[config.mk]
export PLATFORM = sky130hd
export DESIGN_NAME = bresenham_line_stepper_top_flat
export DESIGN_NICKNAME = d
export VERILOG_FILES = /design/src/bls_pkg.sv /design/src/bls_in_if.sv /design/src/bls_out_if.sv /design/src/bresenham_line_stepper_top.sv /design/src/flat_wrapper.sv
export SDC_FILE = /design/constraint.sdc
export NUM_CORES = 1
export LEC_CHECK = 0
export BUFFER_PORTS_ARGS = -buffer_cell sky130_fd_sc_hd__buf_2
export CAP_MARGIN = 40
export CORE_ASPECT_RATIO = 0.7
export CORE_MARGIN = 4
export CORE_UTILIZATION = 55
export DETAILED_ROUTE_END_ITERATION = 7
export PLACE_DENSITY = 0.77
export RECOVER_POWER = 100
export SETUP_SLACK_MARGIN = 0.02
export SLEW_MARGIN = 20
export SYNTH_ARGS = -nofsm -noshare
export SYNTH_HDL_FRONTEND = slang
export SYNTH_SLANG_ARGS = --single-unit
[constraint.sdc]
create_clock -name clk_i -period 9.3 [get_ports clk_i]
set_input_delay 1.86 -clock clk_i [delete_from_list [all_inputs] [get_ports clk_i]]
set_output_delay 1.86 -clock clk_i [all_outputs]
set_load 0.005 [all_outputs]
[src/bls_pkg.sv]
// ----------------------------------------------------------------------------
// bls_pkg: shared types and constants of the Bresenham line stepper
// Coordinate widths, register map, reset values, sequencer states and the
// payload words of the line request and pixel result channels.
// ----------------------------------------------------------------------------
`default_nettype none

package bls_pkg;

  localparam int unsigned CoordW   = 8;   // line coordinates
  localparam int unsigned ScreenW  = 9;   // screen coordinates after offset
  localparam int unsigned NumSlots = 4;   // pixels per result word
  localparam int unsigned SlotW    = 2;   // index into the slots
  localparam int unsigned AddrW    = 4;   // APB byte address
  localparam int unsigned DataW    = 32;  // APB data

  localparam logic [CoordW-1:0]  PanRst        = 8'd16;
  localparam logic [ScreenW-1:0] ClipWidthRst  = 9'd320;
  localparam logic [ScreenW-1:0] ClipHeightRst = 9'd160;

  // register index, taken from paddr[3:2]
  typedef enum logic [1:0] {
    RegPan        = 2'd0,
    RegClipWidth  = 2'd1,
    RegClipHeight = 2'd2
  } reg_idx_e;

  typedef enum logic [1:0] {
    StIdle,
    StSetup,
    StStep
  } state_e;

  typedef struct packed {
    logic              load_start;
    logic [CoordW-1:0] start_x;
    logic [CoordW-1:0] start_y;
    logic [CoordW-1:0] end_x;
    logic [CoordW-1:0] end_y;
  } line_req_t;

  typedef struct packed {
    logic [ScreenW-1:0]  pixel_x0;
    logic [ScreenW-1:0]  pixel_y0;
    logic [ScreenW-1:0]  pixel_x1;
    logic [ScreenW-1:0]  pixel_y1;
    logic [ScreenW-1:0]  pixel_x2;
    logic [ScreenW-1:0]  pixel_y2;
    logic [ScreenW-1:0]  pixel_x3;
    logic [ScreenW-1:0]  pixel_y3;
    logic [NumSlots-1:0] pixel_mask;
    logic                last;
  } pix_word_t;

endpackage

`default_nettype wire

[src/bls_in_if.sv]
// ----------------------------------------------------------------------------
// bls_in_if: line request channel
// Valid/ready channel carrying one line request word.
// ----------------------------------------------------------------------------
`default_nettype none

interface bls_in_if
  import bls_pkg::*;
();

  logic      valid;
  logic      ready;
  line_req_t data;

  modport source (output valid, output data, input ready);
  modport sink   (input valid, input data, output ready);

endinterface

`default_nettype wire

[src/bls_out_if.sv]
// ----------------------------------------------------------------------------
// bls_out_if: pixel result channel
// Valid/ready channel carrying one word of up to four screen pixels.
// ----------------------------------------------------------------------------
`default_nettype none

interface bls_out_if
  import bls_pkg::*;
();

  logic      valid;
  logic      ready;
  pix_word_t data;

  modport source (output valid, output data, input ready);
  modport sink   (input valid, input data, output ready);

endinterface

`default_nettype wire

[src/bresenham_line_stepper_top.sv]
// ----------------------------------------------------------------------------
// bresenham_line_stepper_top: Bresenham line rasterizer
// Steps one pixel per cycle unless stalled, from the loaded or kept point toward
// the end, offsets each pixel onto the screen, clips it, packs four to a word.
// ----------------------------------------------------------------------------
//
//  channel  | dir | handshake          | word
//  ---------+-----+--------------------+--------------------------------------
//  in_i     | in  | valid/ready        | load_start, start_x/y, end_x/y
//  out_o    | out | valid/ready        | pixel_x0..3, pixel_y0..3, mask, last
//  apb      | in  | psel/penable/pwrite| pan, clip_width, clip_height
//
//  Steps: accept, setup, then one Bresenham step per pixel in a single
//  err/coordinate update unit; a zero-length line returns to idle after setup.
//  Reset clears the sequencer, the current point, the output valid and the
//  registers to their defaults (offset 16, clip 320 x 160).
//  Stalls: stepping holds on a word-closing pixel while the output register
//  is full and not being taken. in_i is ready only between lines; a finished
//  word may still wait in the output register while the next line is taken.
// ----------------------------------------------------------------------------
`default_nettype none

module bresenham_line_stepper_top
  import bls_pkg::*;
(
  input  wire logic             clk_i,
  input  wire logic             rst_ni,
  bls_in_if.sink                in_i,
  bls_out_if.source             out_o,
  input  wire logic             psel,
  input  wire logic             penable,
  input  wire logic             pwrite,
  input  wire logic [AddrW-1:0] paddr,
  input  wire logic [DataW-1:0] pwdata,
  output logic      [DataW-1:0] prdata,
  output logic                  pready
);

  // --------------------------------------------------------------------------
  // configuration registers
  // --------------------------------------------------------------------------
  logic [CoordW-1:0]  pan_q;
  logic [ScreenW-1:0] clip_width_q;
  logic [ScreenW-1:0] clip_height_q;
  logic               cfg_wr;
  reg_idx_e           cfg_idx;

  assign pready  = 1'b1;
  assign cfg_wr  = psel && penable && pwrite && pready;
  assign cfg_idx = reg_idx_e'(paddr[3:2]);

  always_ff @(posedge clk_i or negedge rst_ni) begin
    if (!rst_ni) begin
      pan_q         <= PanRst;
      clip_width_q  <= ClipWidthRst;
      clip_height_q <= ClipHeightRst;
    end else if (cfg_wr) begin
      case (cfg_idx)
        RegPan:        pan_q         <= pwdata[CoordW-1:0];
        RegClipWidth:  clip_width_q  <= pwdata[ScreenW-1:0];
        RegClipHeight: clip_height_q <= pwdata[ScreenW-1:0];
        default: ;  // unmapped index, write dropped
      endcase
    end
  end

  always_comb begin
    case (cfg_idx)
      RegPan:        prdata = {{(DataW-CoordW){1'b0}}, pan_q};
      RegClipWidth:  prdata = {{(DataW-ScreenW){1'b0}}, clip_width_q};
      RegClipHeight: prdata = {{(DataW-ScreenW){1'b0}}, clip_height_q};
      default:       prdata = '0;
    endcase
  end

  // --------------------------------------------------------------------------
  // sequencer and line state
  // --------------------------------------------------------------------------
  state_e            state_q, state_d;
  logic [CoordW-1:0] cur_x_q, cur_y_q;      // kept current point
  logic [CoordW-1:0] end_x_q, end_y_q;
  logic [CoordW-1:0] major_q, minor_q, err_q, rem_q;
  logic              xneg_q, yneg_q, xmajor_q;
  logic [SlotW-1:0]  slot_q;

  // staging for the word being filled
  logic [ScreenW-1:0] stg_x_q [NumSlots];
  logic [ScreenW-1:0] stg_y_q [NumSlots];
  logic [NumSlots-1:0] stg_m_q;

  logic      out_valid_q;
  pix_word_t out_data_q;

  logic in_acc;
  assign in_i.ready = (state_q == StIdle);
  assign in_acc     = in_i.valid && in_i.ready;

  // setup: spans and directions
  logic              s_xneg, s_yneg, s_xmajor, s_zero;
  logic [CoordW-1:0] s_adx, s_ady;

  always_comb begin
    s_xneg   = end_x_q < cur_x_q;
    s_yneg   = end_y_q < cur_y_q;
    s_adx    = s_xneg ? (cur_x_q - end_x_q) : (end_x_q - cur_x_q);
    s_ady    = s_yneg ? (cur_y_q - end_y_q) : (end_y_q - cur_y_q);
    s_xmajor = s_adx >= s_ady;
    s_zero   = (cur_x_q == end_x_q) && (cur_y_q == end_y_q);
  end

  // step unit: one Bresenham update per cycle unless the output stalls
  logic [CoordW-1:0]  err_sum, err_nxt, x_nxt, y_nxt;
  logic               minor_step;
  logic [ScreenW-1:0] scr_x, scr_y;
  logic               in_clip, close, out_free, advance, last_pix;

  always_comb begin
    err_sum    = err_q + minor_q;  // 8-bit, wraps
    minor_step = err_sum >= major_q;
    err_nxt    = minor_step ? (err_sum - major_q) : err_sum;
    x_nxt      = cur_x_q;
    y_nxt      = cur_y_q;
    if (xmajor_q || minor_step) begin
      x_nxt = xneg_q ? (cur_x_q - 1'b1) : (cur_x_q + 1'b1);
    end
    if (!xmajor_q || minor_step) begin
      y_nxt = yneg_q ? (cur_y_q - 1'b1) : (cur_y_q + 1'b1);
    end
    scr_x    = {1'b0, x_nxt} + {1'b0, pan_q};
    scr_y    = {1'b0, y_nxt} + {1'b0, pan_q};
    in_clip  = (scr_x < clip_width_q) && (scr_y < clip_height_q);
    last_pix = (rem_q == CoordW'(1));
    close    = (slot_q == SlotW'(NumSlots - 1)) || last_pix;
    out_free = !out_valid_q || out_o.ready;
    advance  = (state_q == StStep) && (!close || out_free);
  end

  // next state
  always_comb begin
    state_d = state_q;
    case (state_q)
      StIdle:  if (in_acc) state_d = StSetup;
      StSetup: state_d = s_zero ? StIdle : StStep;
      StStep:  if (advance && last_pix) state_d = StIdle;
      default: state_d = StIdle;
    endcase
  end

  // word assembled from staging plus the pixel of this step
  logic [ScreenW-1:0]  wx [NumSlots];
  logic [ScreenW-1:0]  wy [NumSlots];
  logic [NumSlots-1:0] wm;
  pix_word_t           word_d;

  always_comb begin
    for (int s = 0; s < NumSlots; s++) begin
      if (SlotW'(s) == slot_q) begin
        wx[s] = scr_x;
        wy[s] = scr_y;
        wm[s] = in_clip;
      end else begin
        wx[s] = stg_x_q[s];
        wy[s] = stg_y_q[s];
        wm[s] = stg_m_q[s];
      end
    end
    word_d.pixel_x0   = wx[0];
    word_d.pixel_y0   = wy[0];
    word_d.pixel_x1   = wx[1];
    word_d.pixel_y1   = wy[1];
    word_d.pixel_x2   = wx[2];
    word_d.pixel_y2   = wy[2];
    word_d.pixel_x3   = wx[3];
    word_d.pixel_y3   = wy[3];
    word_d.pixel_mask = wm;
    word_d.last       = last_pix;
  end

  // control registers
  always_ff @(posedge clk_i or negedge rst_ni) begin
    if (!rst_ni) begin
      state_q     <= StIdle;
      cur_x_q     <= '0;
      cur_y_q     <= '0;
      out_valid_q <= 1'b0;
      slot_q      <= '0;
      rem_q       <= '0;
    end else begin
      state_q <= state_d;
      if (in_acc && in_i.data.load_start) begin
        cur_x_q <= in_i.data.start_x;
        cur_y_q <= in_i.data.start_y;
      end else if (advance) begin
        cur_x_q <= x_nxt;
        cur_y_q <= y_nxt;
      end
      if (state_q == StSetup) begin
        slot_q <= '0;
        rem_q  <= s_xmajor ? s_adx : s_ady;
      end else if (advance) begin
        slot_q <= close ? '0 : (slot_q + 1'b1);
        rem_q  <= rem_q - 1'b1;
      end
      if (advance && close) begin
        out_valid_q <= 1'b1;
      end else if (out_o.ready) begin
        out_valid_q <= 1'b0;
      end
    end
  end

  // datapath registers
  always_ff @(posedge clk_i) begin
    if (in_acc) begin
      end_x_q <= in_i.data.end_x;
      end_y_q <= in_i.data.end_y;
    end
    if (state_q == StSetup) begin
      xneg_q   <= s_xneg;
      yneg_q   <= s_yneg;
      xmajor_q <= s_xmajor;
      major_q  <= s_xmajor ? s_adx : s_ady;
      minor_q  <= s_xmajor ? s_ady : s_adx;
      err_q    <= (s_xmajor ? s_adx : s_ady) >> 1;
    end else if (advance) begin
      err_q <= err_nxt;
    end
    // staging is zero at each word start so unused slots read as zero
    if ((state_q == StSetup) || (advance && close)) begin
      for (int s = 0; s < NumSlots; s++) begin
        stg_x_q[s] <= '0;
        stg_y_q[s] <= '0;
      end
      stg_m_q <= '0;
    end else if (advance) begin
      stg_x_q[slot_q] <= scr_x;
      stg_y_q[slot_q] <= scr_y;
      stg_m_q[slot_q] <= in_clip;
    end
    if (advance && close) begin
      out_data_q <= word_d;
    end
  end

  assign out_o.valid = out_valid_q;
  assign out_o.data  = out_data_q;

endmodule

`default_nettype wire

[src/flat_wrapper.sv]
// flat-port wrapper written by rule: the top's interface ports become plain ports
module bresenham_line_stepper_top_flat import bls_pkg::*;
  (clk_i, rst_ni, psel, penable, pwrite, paddr, pwdata, prdata, pready, in_i_valid, in_i_data, in_i_ready, out_o_valid, out_o_data, out_o_ready);
  bls_in_if in_i_i ();
  bls_out_if out_o_i ();
  input  wire logic clk_i;
  input  wire logic rst_ni;
  input  wire logic psel;
  input  wire logic penable;
  input  wire logic pwrite;
  input  wire logic [AddrW-1:0] paddr;
  input  wire logic [DataW-1:0] pwdata;
  output logic      [DataW-1:0] prdata;
  output logic pready;
  input wire logic [$bits(in_i_i.valid)-1:0] in_i_valid;
  input wire logic [$bits(in_i_i.data)-1:0] in_i_data;
  output wire logic [$bits(in_i_i.ready)-1:0] in_i_ready;
  output wire logic [$bits(out_o_i.valid)-1:0] out_o_valid;
  output wire logic [$bits(out_o_i.data)-1:0] out_o_data;
  input wire logic [$bits(out_o_i.ready)-1:0] out_o_ready;
  assign in_i_i.valid = in_i_valid;
  assign in_i_i.data = in_i_data;
  assign in_i_ready = in_i_i.ready;
  assign out_o_valid = out_o_i.valid;
  assign out_o_data = out_o_i.data;
  assign out_o_i.ready = out_o_ready;
  bresenham_line_stepper_top u_core (.clk_i(clk_i), .rst_ni(rst_ni), .in_i(in_i_i), .out_o(out_o_i), .psel(psel), .penable(penable), .pwrite(pwrite), .paddr(paddr), .pwdata(pwdata), .prdata(prdata), .pready(pready));
endmodule
# After elaboration in Yosys (flattened, before gate mapping)
# Memory sizes are Yosys's and may differ from the RTL's.
# Cells that the tools add are included.
totals:
  regBits: 179
  latch_bits: 0
  ram_bits: 72
  rom_bits: 0
  input_bits: 76
  output_inout_bits: 112
  elab_cells: 150
  memories: 2
op_classes:
  addsub: 14
  mul: 0
  div: 0
  order_cmp: 8
  eq_ne: 13
  n_shift: 0
  mux: 53
  bitwise: 0
  reduce_logical: 31
memory_table:
  columns: ["memory", "depth", "width", "read_ports", "rd_clocked_by_memory_dff", "wr", "line", "text"]
  rows:
  - ["u_core.stg_x_q", 4, 9, 4, 0, 4, "bresenham_line_stepper_top.sv:87", "logic [ScreenW-1:0] stg_x_q [NumSlots];"]
  - ["u_core.stg_y_q", 4, 9, 4, 0, 4, "bresenham_line_stepper_top.sv:88", "logic [ScreenW-1:0] stg_y_q [NumSlots];"]
op_table:
  columns: ["operator", "count"]
  rows:
  - ["2-to-1 mux 8 bit", 15]
  - ["2-to-1 mux 9 bit", 10]
  - ["subtractor 8 bit", 5]
  - ["one-hot mux 9 bit (3 select lines)", 1]
  - ["subtractor 8 x 1 -> 8 bit (second input constant)", 3]
  - ["adder 8 x 8 -> 9 bit", 2]
  - ["less-than comparator 9 bit", 2]
  - ["OR reduction 9 bit", 2]
  - ["adder 8 x 1 -> 8 bit (second input constant)", 2]
  - ["== test 8 bit", 2]
  - ["greater-or-equal comparator 8 bit", 2]
  - ["less-than comparator 8 bit", 2]
  - ["2-to-1 mux 2 bit", 8]
  - ["2-to-1 mux 1 bit", 14]
  - ["2-to-1 mux 7 bit", 2]
  - ["logical AND 1 bit", 10]
  - ["adder 8 bit", 1]
  - ["== test 8 x 1 -> 1 bit (second input constant)", 1]
  - ["AND reduction 2 bit", 4]
  - ["== test 2 bit (second input constant)", 3]
  - ["zero test 2 bit", 3]
  - ["logical OR 1 bit", 6]
  - ["one-hot mux 2 bit (3 select lines)", 1]
  - ["nonzero test 2 bit", 3]
  - ["10 further kinds", 15]

# Logic depth before layout (Yosys ltp)
# Gate-level depths: netlist of run 1.
logic_depth:
  depth_word: 11
  ltp_mapped: 32
  depth_no_buf: 31

# Worst setup path after synthesis of run 1
# Ideal clock, no wire load.
synth_timing:
  path_type: "input to register"
  startpoint: "input port out_o_ready"
  endpoint: "memory u_core.stg_x_q[0][0] (enable)"
  setup_ns: 0.375
  arrival_ns: 6.186
  t_required_ns: 8.925
  path_slack_ns: 2.739
  stages: 4
  path_buffers: 0
  path_cell_list: "nor2b_1 > nor2_1 > nor2_1 > nand2_1"
synth_lines:
  columns: ["element", "line", "text"]
  rows:
  - ["from (decl)", "flat_wrapper.sv:20", "input wire logic [$bits(out_o_i.ready)-1:0] out_o_ready;"]
  - ["to (decl)", "bresenham_line_stepper_top.sv:87", null]

# Worst setup path in the final report of run 1
layout_timing:
  startpoint: "register u_core.err_q[0]"
  endpoint: "register u_core.out_data_q (netlist bit u_core.out_o.data[1]), data pin"
layout_between:
  elab_chain_len: 8
  word_cells_on_any_way: 12
  classes_between: "add/sub (3); order compare (3); mux (3); reduce/logical (3)"
layout_rtl:
  columns: ["element", "line", "text"]
  rows:
  - ["from (decl)", "bresenham_line_stepper_top.sv:82", "logic [CoordW-1:0] major_q, minor_q, err_q, rem_q;"]
  - ["from (signal assigned)", "bresenham_line_stepper_top.sv:224", "err_q <= (s_xmajor ? s_adx : s_ady) >> 1;"]
  - ["from (signal assigned)", "bresenham_line_stepper_top.sv:226", "err_q <= err_nxt;"]
  - ["adder 8 bit (*)", "bresenham_line_stepper_top.sv:118", "err_sum = err_q + minor_q;"]
  - ["greater-or-equal comparator 8 bit (*)", "bresenham_line_stepper_top.sv:119", "minor_step = err_sum >= major_q;"]
  - ["logical OR 1 bit, on equally long branches", "bresenham_line_stepper_top.sv:123, bresenham_line_stepper_top.sv:126", null]
  - ["2-to-1 mux 8 bit, on equally long branches", "bresenham_line_stepper_top.sv:123, bresenham_line_stepper_top.sv:126", null]
  - ["adder 8 x 8 -> 9 bit, on equally long branches", "bresenham_line_stepper_top.sv:129, bresenham_line_stepper_top.sv:130", null]
  - ["less-than comparator 9 bit", "bresenham_line_stepper_top.sv:131", "in_clip = (scr_x < clip_width_q) && (scr_y < clip_height_q);"]
  - ["logical AND 1 bit (*)", "bresenham_line_stepper_top.sv:131", null]
  - ["2-to-1 mux 1 bit (*)", "bresenham_line_stepper_top.sv:157", "if (SlotW'(s) == slot_q) begin"]
  - ["net u_core.wm[0]", "bresenham_line_stepper_top.sv:152", "logic [NumSlots-1:0] wm;"]
  - ["to (signal assigned)", "bresenham_line_stepper_top.sv:241", "out_data_q <= word_d;"]
  - ["to (decl)", "bresenham_line_stepper_top.sv:92", "pix_word_t out_data_q;"]
# The timed path passes the listed nets; every way through them passes the cells marked *.
# A chain may end at the register's enable or synchronous reset.

==> results of run 1 <==
registers in the layout, summed over array words and instances, names as in the netlist, 9 cells and up:
name,cells
u_core.clip_height_q,9
u_core.clip_width_q,9
u_core.out_o.data,77
u_core.stg_x_q,36
u_core.stg_y_q,36
metrics by stage:
stage          setup WS [ns]  std cells  instance area (sq um)  hold WS (ns)
2_1_floorplan           2.74       1263                  14200         0.426
3_3_place_gp            1.98       1671                  15000         0.439
3_5_place_dp            2.17       1680                  15200         0.456
4_1_cts                 2.15       1725                  16000         0.476
5_1_grt                 1.09       1729                  15800         0.509
6_report                1.69       1729                  15800         0.482
routing by layer:
metal / track usage / part of all wire
met3: 0.0421 / 0.086
met1: 0.396 / 0.47
met4: 0.0357 / 0.013
met5: 0 / 0.0014
met2: 0.363 / 0.43
path summary, 6_finish.rpt:
path	from	to	slack, ns	cells past startpoint
min in group asynchronous	rst_ni	u_core.cur_x_q[6]	1.22	2
max	u_core.err_q[0]	u_core.out_o.data[1]	1.69	30
min reg2reg	u_core.stg_m_q[0]	u_core.stg_m_q[0]	0.48	2
max reg2reg	u_core.err_q[0]	u_core.out_o.data[1]	1.69	30
max in group asynchronous	rst_ni	u_core.state_q[1]	4.80	3
min	u_core.stg_m_q[0]	u_core.stg_m_q[0]	0.48	2
layout make-up:
| cell class | count | area [sq um] |
|---|---|---|
| sequential | 251 | 7220 |
| tap | 325 | 407 |
| timing repair buffer | 162 | 742 |
| inverter | 106 | 398 |
| fill | 1952 | 9170 |
| multi-input combinational | 840 | 6170 |
| clock buffer | 32 | 652 |
| clock inverter | 13 | 171 |
synth_stat cells (4+ instances only):
library cell  number  share of area
edfxtp_1         191           0.41
nor2_1           108          0.029
inv_1            106          0.028
ha_1             105          0.093
nand2_1          100          0.027
mux2_2            82          0.065
o21ai_0           62          0.022
a21oi_1           61          0.022
dfrtp_1           50          0.089
a21o_1            40          0.021
xnor2_1           38          0.024
mux2i_1           36          0.026
buf_4             24          0.013
clkbuf_1          24         0.0064
nand2b_1          15         0.0067
buf_2             13         0.0046
xor2_1            11         0.0068
a31oi_1           10         0.0044
fa_1              10          0.014
nand4_1            9         0.0040
nor3_1             9         0.0032
and2_1             8         0.0035
nand3_1            8         0.0028
o21bai_1           8         0.0043
a211oi_1           7         0.0037
and3_1             7         0.0031
o211ai_1           6         0.0032
o21a_1             6         0.0032
a32oi_1            5         0.0031
buf_1              5         0.0013
dfstp_2            5         0.0093
dfxtp_1            5         0.0071
nor2b_1            5         0.0022
a22oi_1            4         0.0021
o21ai_1            4         0.0014
critical path, delay by kind of cell (launching register included):
kind | cells | cell delay [ns]
muxes | 1 | 0.32
xor gates and xnor gates | 2 | 0.43
DFF | 1 | 0.38
AOI/OAI and AO/OA | 13 | 2.71
adders and majority gates | 5 | 1.80
buffers and inverters | 2 | 0.34
and+or+nand+nor | 7 | 1.37
cell families (layout without fill, tap and decap cells):
logic type / after synthesis / after routing / synth area share
adders and majority gates: 115 / 115 / 0.107
buffers and inverters: 172 / 313 / 0.0533
AOI/OAI and AO/OA: 249 / 249 / 0.116
other: 2 / 24 / 0.000532
and+or+nand+nor: 284 / 284 / 0.0889
xor gates and xnor gates: 50 / 50 / 0.0316
DFF: 251 / 251 / 0.512
muxes: 118 / 118 / 0.0910
==> impl_metrics.tcl, run 1 <==
set metrics [dict create \
    grt_pass1_wl_mm 55.0 \
    async_flop_share 0.219 \
    grt.overflow.total 0 \
    crit_path_start_kind "flop" \
    grtUsageTotal 0.247 \
    final_common_cell "edfxtp_1" \
    fin_nets 1577 \
    rsz0062_at_grt "no" \
    worst_slew_pin_slew_ns 3.19 \
    drtAntennaViolNets 0 \
    final_util 0.632 \
    path_common_cell "a21o_1" \
    ys_ff_latch 251 \
    grt_pass1_vias 9690 \
    cpMaxStageDelayCell "nand2_1" \
    wl_per_cell_um 20.5 \
    area_growth_pct 11.7 \
    status "complete, but fails checks" \
    violations "max-capacitance violations, max-slew violations" \
    worstSkewPairLatency_ns 0.53 \
    timing.slew.headroom -1.13 \
    yosysSeqAreaShare 0.512 \
    die_area_sq_um 28300 \
    max_freq_mhz 131 \
    via_count 10100 \
    synth_area_sq_um 14100 \
    diodes 0 \
    synthCells 1241 \
    ios 188 \
    finClkSkew_ns 0.0228 \
    cts-htree-levels 1 \
    drt_iter0_drc 809 \
    cts_root_buf "clkbuf_16" \
    ctsLongestPathBuffers 3 \
    final-hold-violation-count 0 \
    drt_pass1_iterations 5 \
    path_class "reg -> reg" \
    crit_required_ns 9.56 \
    clock_sink_count 251 \
    cp_max_fo 16 \
    drive_above_1_share 0.135 \
    setup_viol 0 \
    slowest_delay_ns 0.55 \
    final_cell_mix "edfxtp_1, nor2_1, inv_1" \
    numPortBuffers 138 \
    cts.clk_slew.worst_paths_ns 0.06 \
    period_minus_slack_ns 7.61 \
    synth_warnings 0 \
    antenna_found_initial 4 \
    num_rows 48 \
    fin_setup_tns_ns 0 \
    cts_buffers 25 \
    drt_wl_total_mm 35.5 \
    route.detailed.drc 0 \
    grt_max_degree 56 \
    synth_edf_count 191 \
    initial_core_util 0.566 \
    ctsResizeCount 0 \
    post-cts-setup-buffers 0 \
    routabilityCongestion 0.896 \
    core_area_sq_um 24900 \
    die_x_um 199 \
    arrival_ns 7.87 \
    synth_ff_type "edfxtp_1" \
    cts_tree "done" \
    hold_class "reg -> reg" \
    cap_viol_max_count 5 \
    synthDistinctLibCells 69 \
    vias_per_cell 5.81 \
    endpoint_kind "flop" \
    avgSynthCellArea_sq_um 11.4 \
    period_share 0.818 \
    drv_slew 170 \
    die_h_um 142 \
    cts_hold_buffers 0 \
    dp_hpwl_mm 25.7 \
]
Power of run 1 is not shown: default switching activity piles up to over one toggle a cycle in this logic, so the estimate is an artifact.
==> run 2: changes to the inputs <==
--- a/config.mk
+++ b/config.mk
@@ -5,13 +5,14 @@
 export SDC_FILE = /design/constraint.sdc
 export NUM_CORES = 1
 export LEC_CHECK = 0
+export ABC_AREA = 1
 export BUFFER_PORTS_ARGS = -buffer_cell sky130_fd_sc_hd__buf_2
 export CAP_MARGIN = 40
 export CORE_ASPECT_RATIO = 0.7
 export CORE_MARGIN = 4
 export CORE_UTILIZATION = 55
 export DETAILED_ROUTE_END_ITERATION = 7
-export PLACE_DENSITY = 0.77
+export PLACE_DENSITY = 0.76
 export RECOVER_POWER = 100
 export SETUP_SLACK_MARGIN = 0.02
 export SLEW_MARGIN = 20
==> constraint.sdc (replaced) <==
create_clock -name clk_i -period 7.67 [get_ports clk_i]
set_input_delay 1.534 -clock clk_i [delete_from_list [all_inputs] [get_ports clk_i]]
set_output_delay 1.534 -clock clk_i [all_outputs]
set_load 0.005 [all_outputs]
==> run 2 against run 1 <==
Die area is 5.7% higher. Critical path type unchanged. Core utilization is 0.82 points lower. Synthesized cell count is 40% higher. Critical path depth is 7 higher. The flow still finishes with violations (max-capacitance violations, max-slew violations). Maximum frequency is 11% higher.
==> impl_metrics.tcl, run 2 <==
set metrics [dict create \
    cts_tree "done" \
    cap_viol_max_count 3 \
    drt_wl_total_mm 36.5 \
    wl_per_cell_um 16.2 \
    cts-htree-levels 1 \
    core_area_sq_um 26700 \
    synthCells 1736 \
    synth_edf_count 191 \
    worst_slew_pin_slew_ns 3.11 \
    use_met2 0.352 \
    drt_pass1_iterations 6 \
    arrival_ns 7.36 \
    grt_pass1_vias 11000 \
    synth_ff_type "edfxtp_1" \
    r2r_start "u_core.err_q[2]" \
    dpl_worst_slack_ns 1.07 \
    async_flop_share 0.219 \
    cpMaxStageDelayCell "nor2_1" \
    fin_setup_tns_ns 0 \
    cp_max_fo 11 \
    cts.clk_slew.worst_paths_ns 0.07 \
    rsz0062_at_grt "no" \
    grtUsageTotal 0.241 \
    synth_largest_area_cell "edfxtp_1" \
    endpoint_kind "flop" \
    crit_family "simple AND/OR/NAND/NOR gates" \
    slowest_delay_ns 0.49 \
    via_count 11900 \
    crit_required_ns 8.14 \
    die_area_sq_um 29900 \
    fillCellCount 2314 \
    timing.slew.headroom -1.08 \
    ctsLongestPathBuffers 3 \
    drive_above_1_share 0.0899 \
    synth_warnings 0 \
    area_growth_pct 11.5 \
    path_common_cell "nand2_1" \
    synthTopCellsByArea "edfxtp_1, nand2_1, ha_1" \
    r2r_setup_slack_ns 0.79 \
    vias_per_cell 5.26 \
    antenna_found_initial 0 \
    clock_sink_count 251 \
    period_minus_slack_ns 6.88 \
    use_met3 0.0414 \
    dp_hpwl_mm 27.1 \
    drtAntennaViolNets 0 \
    synthDistinctLibCells 52 \
    initial_core_util 0.559 \
    path_class "reg -> reg" \
    holdWs_ns 0.433 \
    route.detailed.drc 0 \
    ys_ff_latch 251 \
    busiest_layer "met1" \
    hold_class "reg -> reg" \
    met1_usage 0.381 \
    worstSkewPairLatency_ns 0.56 \
    cp-startpoint "u_core.err_q[2]" \
    violations "max-capacitance violations, max-slew violations" \
    setup_viol 0 \
    hp-start "u_core.stg_m_q[3]" \
    cts_hold_buffers 0 \
    synth_area_sq_um 14900 \
    die_x_um 205 \
    grt_max_degree 56 \
    netlist.area_leader.share 0.384 \
    cp.buffers_inverters 6 \
    routabilityCongestion 0.887 \
    period_share 0.897 \
    finClkSkew_ns 0.0250 \
    largest_reg_flops 77 \
    yosysMostFrequentCell "nand2_1" \
    ios 188 \
    crit_path_start_kind "flop" \
    cts_root_buf "clkbuf_16" \
    yosysSeqAreaShare 0.483 \
    final-hold-violation-count 0 \
    die_h_um 146 \
    drv_slew 138 \
    num_rows 50 \
    numPortBuffers 138 \
    grt.overflow.total 0 \
    dp_cells 2208 \
    max_freq_mhz 145 \
    finalNonFillerCells 2257 \
    final_cell_mix "nand2_1, inv_1, edfxtp_1" \
    cts_buffers 25 \
    grt_pass1_wl_mm 58.0 \
    ctsResizeCount 0 \
    post-cts-setup-buffers 0 \
    drt_iter0_drc 1029 \
    fin_nets 2065 \
    status "complete, but fails checks" \
    fin_ws_ns 0.788 \
    final_common_cell "nand2_1" \
    synth_common_cells "nand2_1, inv_1, edfxtp_1" \
    avgSynthCellArea_sq_um 8.61 \
]
==> run 2: logic make-up (layout without fill, tap and decap cells) <==
logic type / after synthesis / count (layout) / share of synthesized area
simple gates: 784 / 784 / 0.219
buf+inv: 316 / 450 / 0.0889
flops: 251 / 251 / 0.483
compound gates: 231 / 231 / 0.0851
fa+ha+maj: 115 / 115 / 0.101
xor+xnor: 37 / 37 / 0.0217
other cells: 2 / 25 / 0.000503
==> run 2: tightest hold or removal path, stage by stage, from the launching register on <==
cell and delay, ns:
dfxtp_1 0.30, inv_1 0.05, nor2_1 0.04
==> run 2: layout make-up <==
cell class | count | area [sq um] | area share
multi-input combinational | 1191 | 6450 | 0.387
clock inverter | 14 | 164 | 0.00983
sequential | 251 | 7220 | 0.433
inverter | 256 | 962 | 0.0577
clock buffer | 31 | 703 | 0.0422
timing repair buffer | 149 | 706 | 0.0423
antenna | 1 | 2.50 | 0.000150
tap | 364 | 455 | 0.0273
==> run 2: metal layers <==
| metal | part of all wire | vias to the layer above |
|---|---|---|
| li1 | - | 5897 |
| met2 | 0.43 | 439 |
| met5 | 0 | - |
| met4 | 0.016 | 0 |
| met1 | 0.47 | 5488 |
| met3 | 0.084 | 47 |
==> run 2: through the flow <==
step	area (sq um)	util
2_1_floorplan	15000	-
3_3_place_gp	15900	0.594
3_5_place_dp	15900	0.595
4_1_cts	16800	0.627
5_1_grt	16700	0.624
6_report	16700	0.624
==> run 2: worst paths after layout <==
path / to / cells after the start
min in group asynchronous: u_core.clip_height_q[8] / 2
worst max-delay path: u_core.stg_m_q[0] / 37
worst min-delay path: u_core.stg_m_q[3] / 2
worst min register to register: u_core.stg_m_q[3] / 2
worst max register to register: u_core.stg_m_q[0] / 37
max in group asynchronous: u_core.state_q[0] / 2
Power of run 2 is left out for the same reason.
==> run 3: changes to the inputs <==
--- a/config.mk
+++ b/config.mk
@@ -8,7 +8,6 @@
 export ABC_AREA = 1
 export BUFFER_PORTS_ARGS = -buffer_cell sky130_fd_sc_hd__buf_2
 export CAP_MARGIN = 40
-export CORE_ASPECT_RATIO = 0.7
 export CORE_MARGIN = 4
 export CORE_UTILIZATION = 55
 export DETAILED_ROUTE_END_ITERATION = 7
==> run 3 against run 2 <==
The flow still finishes with violations (max-capacitance violations, max-slew violations). Critical path type unchanged. Global-route usage fell by 0.78 points. First-iteration DRC count fell by 20%. Non-clock buffer count rose by 2. Critical path depth fell by 3. Cell area fell by 0.53%. Clock-buffer cell count fell by 1. Die area fell by 0.14%. Register-to-register slack improved by 0.39 ns. Cell count fell by 0.89%. Core utilization fell by 0.71 points. Clock skew fell by 0.0084 ns.
==> impl_metrics.tcl, run 3 (synthesized netlist as in run 2, its figures left out) <==
set metrics [dict create \
    endpoint_kind "flop" \
    design_area_sq_um 16600 \
    final_common_cell "nand2_1" \
    rsz0062_at_grt "no" \
    num_rows 60 \
    period_share 0.847 \
    ios 188 \
    path_class "reg -> reg" \
    clock_sink_count 251 \
    ctsResizeCount 0 \
    final-hold-violation-count 0 \
    fin_setup_tns_ns 0 \
    status "complete, but fails checks" \
    vias_per_cell 5.27 \
    fin_nets 2069 \
    drt_wl_total_mm 36.1 \
    area_growth_pct 10.9 \
    drv_slew 167 \
    arrival_ns 6.96 \
    worstSkewPairLatency_ns 0.55 \
    path_common_cell "nand2_1" \
    finClkSkew_ns 0.0166 \
    fillCellCount 2308 \
    cts_root_buf "clkbuf_16" \
    cpMaxStageDelayCell "nor2_1" \
    max_freq_mhz 154 \
    cp_max_fo 10 \
    timing.slew.headroom -1.07 \
    cts_tree "done" \
    place_area_sq_um 15900 \
    dp_hpwl_mm 26.0 \
    die_area_sq_um 29900 \
    final_cell_mix "nand2_1, inv_1, edfxtp_1" \
    numPortBuffers 138 \
    grt_pass1_wl_mm 57.0 \
    grt_pass1_vias 11300 \
    drive_above_1_share 0.0823 \
    setup_viol 0 \
    hold_class "reg -> reg" \
    grtUsageTotal 0.233 \
    die_x_um 173 \
    slowest_delay_ns 0.54 \
    diodes 0 \
    worst_slew_pin_slew_ns 3.10 \
    core_area_sq_um 26900 \
    drt_iter0_drc 827 \
    violations "max-capacitance violations, max-slew violations" \
    drt_pass1_iterations 5 \
    routabilityCongestion 0.878 \
    wl_per_cell_um 16.1 \
    crit_required_ns 8.13 \
    drtAntennaViolNets 0 \
    via_count 11800 \
    grt.overflow.total 0 \
    antenna_found_initial 0 \
    cts-htree-levels 1 \
    ctsLongestPathBuffers 3 \
    crit_path_start_kind "flop" \
    cts_hold_buffers 0 \
    cts.clk_slew.worst_paths_ns 0.06 \
    period_minus_slack_ns 6.49 \
    cts_buffers 27 \
    post-cts-setup-buffers 0 \
    largest_reg_flops 77 \
    route.detailed.drc 0 \
    cap_viol_max_count 4 \
    initial_core_util 0.556 \
    die_h_um 173 \
    grt_max_degree 56 \
]
[run 3: area by class of cell]
type | instances | area [sq um] | share of cell area
Tap cell | 341 | 427 | 0.0257
Timing Repair Buffer | 151 | 683 | 0.0412
Sequential cell | 251 | 7220 | 0.435
Multi-Input combinational cell | 1191 | 6450 | 0.389
Inverter | 256 | 963 | 0.0581
Clock inverter | 17 | 136 | 0.00823
Clock buffer | 30 | 697 | 0.0420
[run 3: routing by layer]
metal / routed length [um] / global-route usage / share of wire
met5: 0 / 0 / 0
met4: 1150 / 0.0715 / 0.032
met3: 2280 / 0.0304 / 0.063
met2: 17300 / 0.402 / 0.48
met1: 15300 / 0.311 / 0.43
[run 3: critical path: cells and delay by family (launching register included)]
| kind | cells | cell delay, ns |
|---|---|---|
| AND/OR/NAND/NOR | 17 | 2.83 |
| adder cells (fa/ha/maj) | 6 | 1.85 |
| AO/OA/AOI/OAI | 5 | 0.61 |
| buffers and inverters | 5 | 0.54 |
| flip-flops | 1 | 0.37 |
| XOR/XNOR | 1 | 0.20 |
[run 3: stage by stage]
step	cells	hold WS, ns	util	setup WS, ns
finish	2237	0.444	0.617	1.18
global route	2237	0.477	0.617	0.663
CTS	2234	0.441	0.622	1.22
detailed placement	2187	0.431	0.591	1.24
global placement	2184	0.419	0.589	1.43
floorplan	1758	0.410	-	2.64
[run 3: path summary, 6_finish.rpt]
| path | slack (ns) | from | depth (start not counted) | endpoint |
|---|---|---|---|---|
| worst max-delay path | 1.18 | u_core.err_q[0] | 34 | u_core.stg_m_q[2] |
| worst min-delay path | 0.44 | u_core.stg_m_q[3] | 2 | u_core.stg_m_q[3] |
| worst max register to register | 1.18 | u_core.err_q[0] | 34 | u_core.stg_m_q[2] |
| worst min register to register | 0.44 | u_core.stg_m_q[3] | 2 | u_core.stg_m_q[3] |
| max in group asynchronous | 3.39 | rst_ni | 3 | u_core.pan_q[1] |
| min in group asynchronous | 0.98 | rst_ni | 2 | u_core.out_o.valid |
Power of run 3 is left out for the same reason.
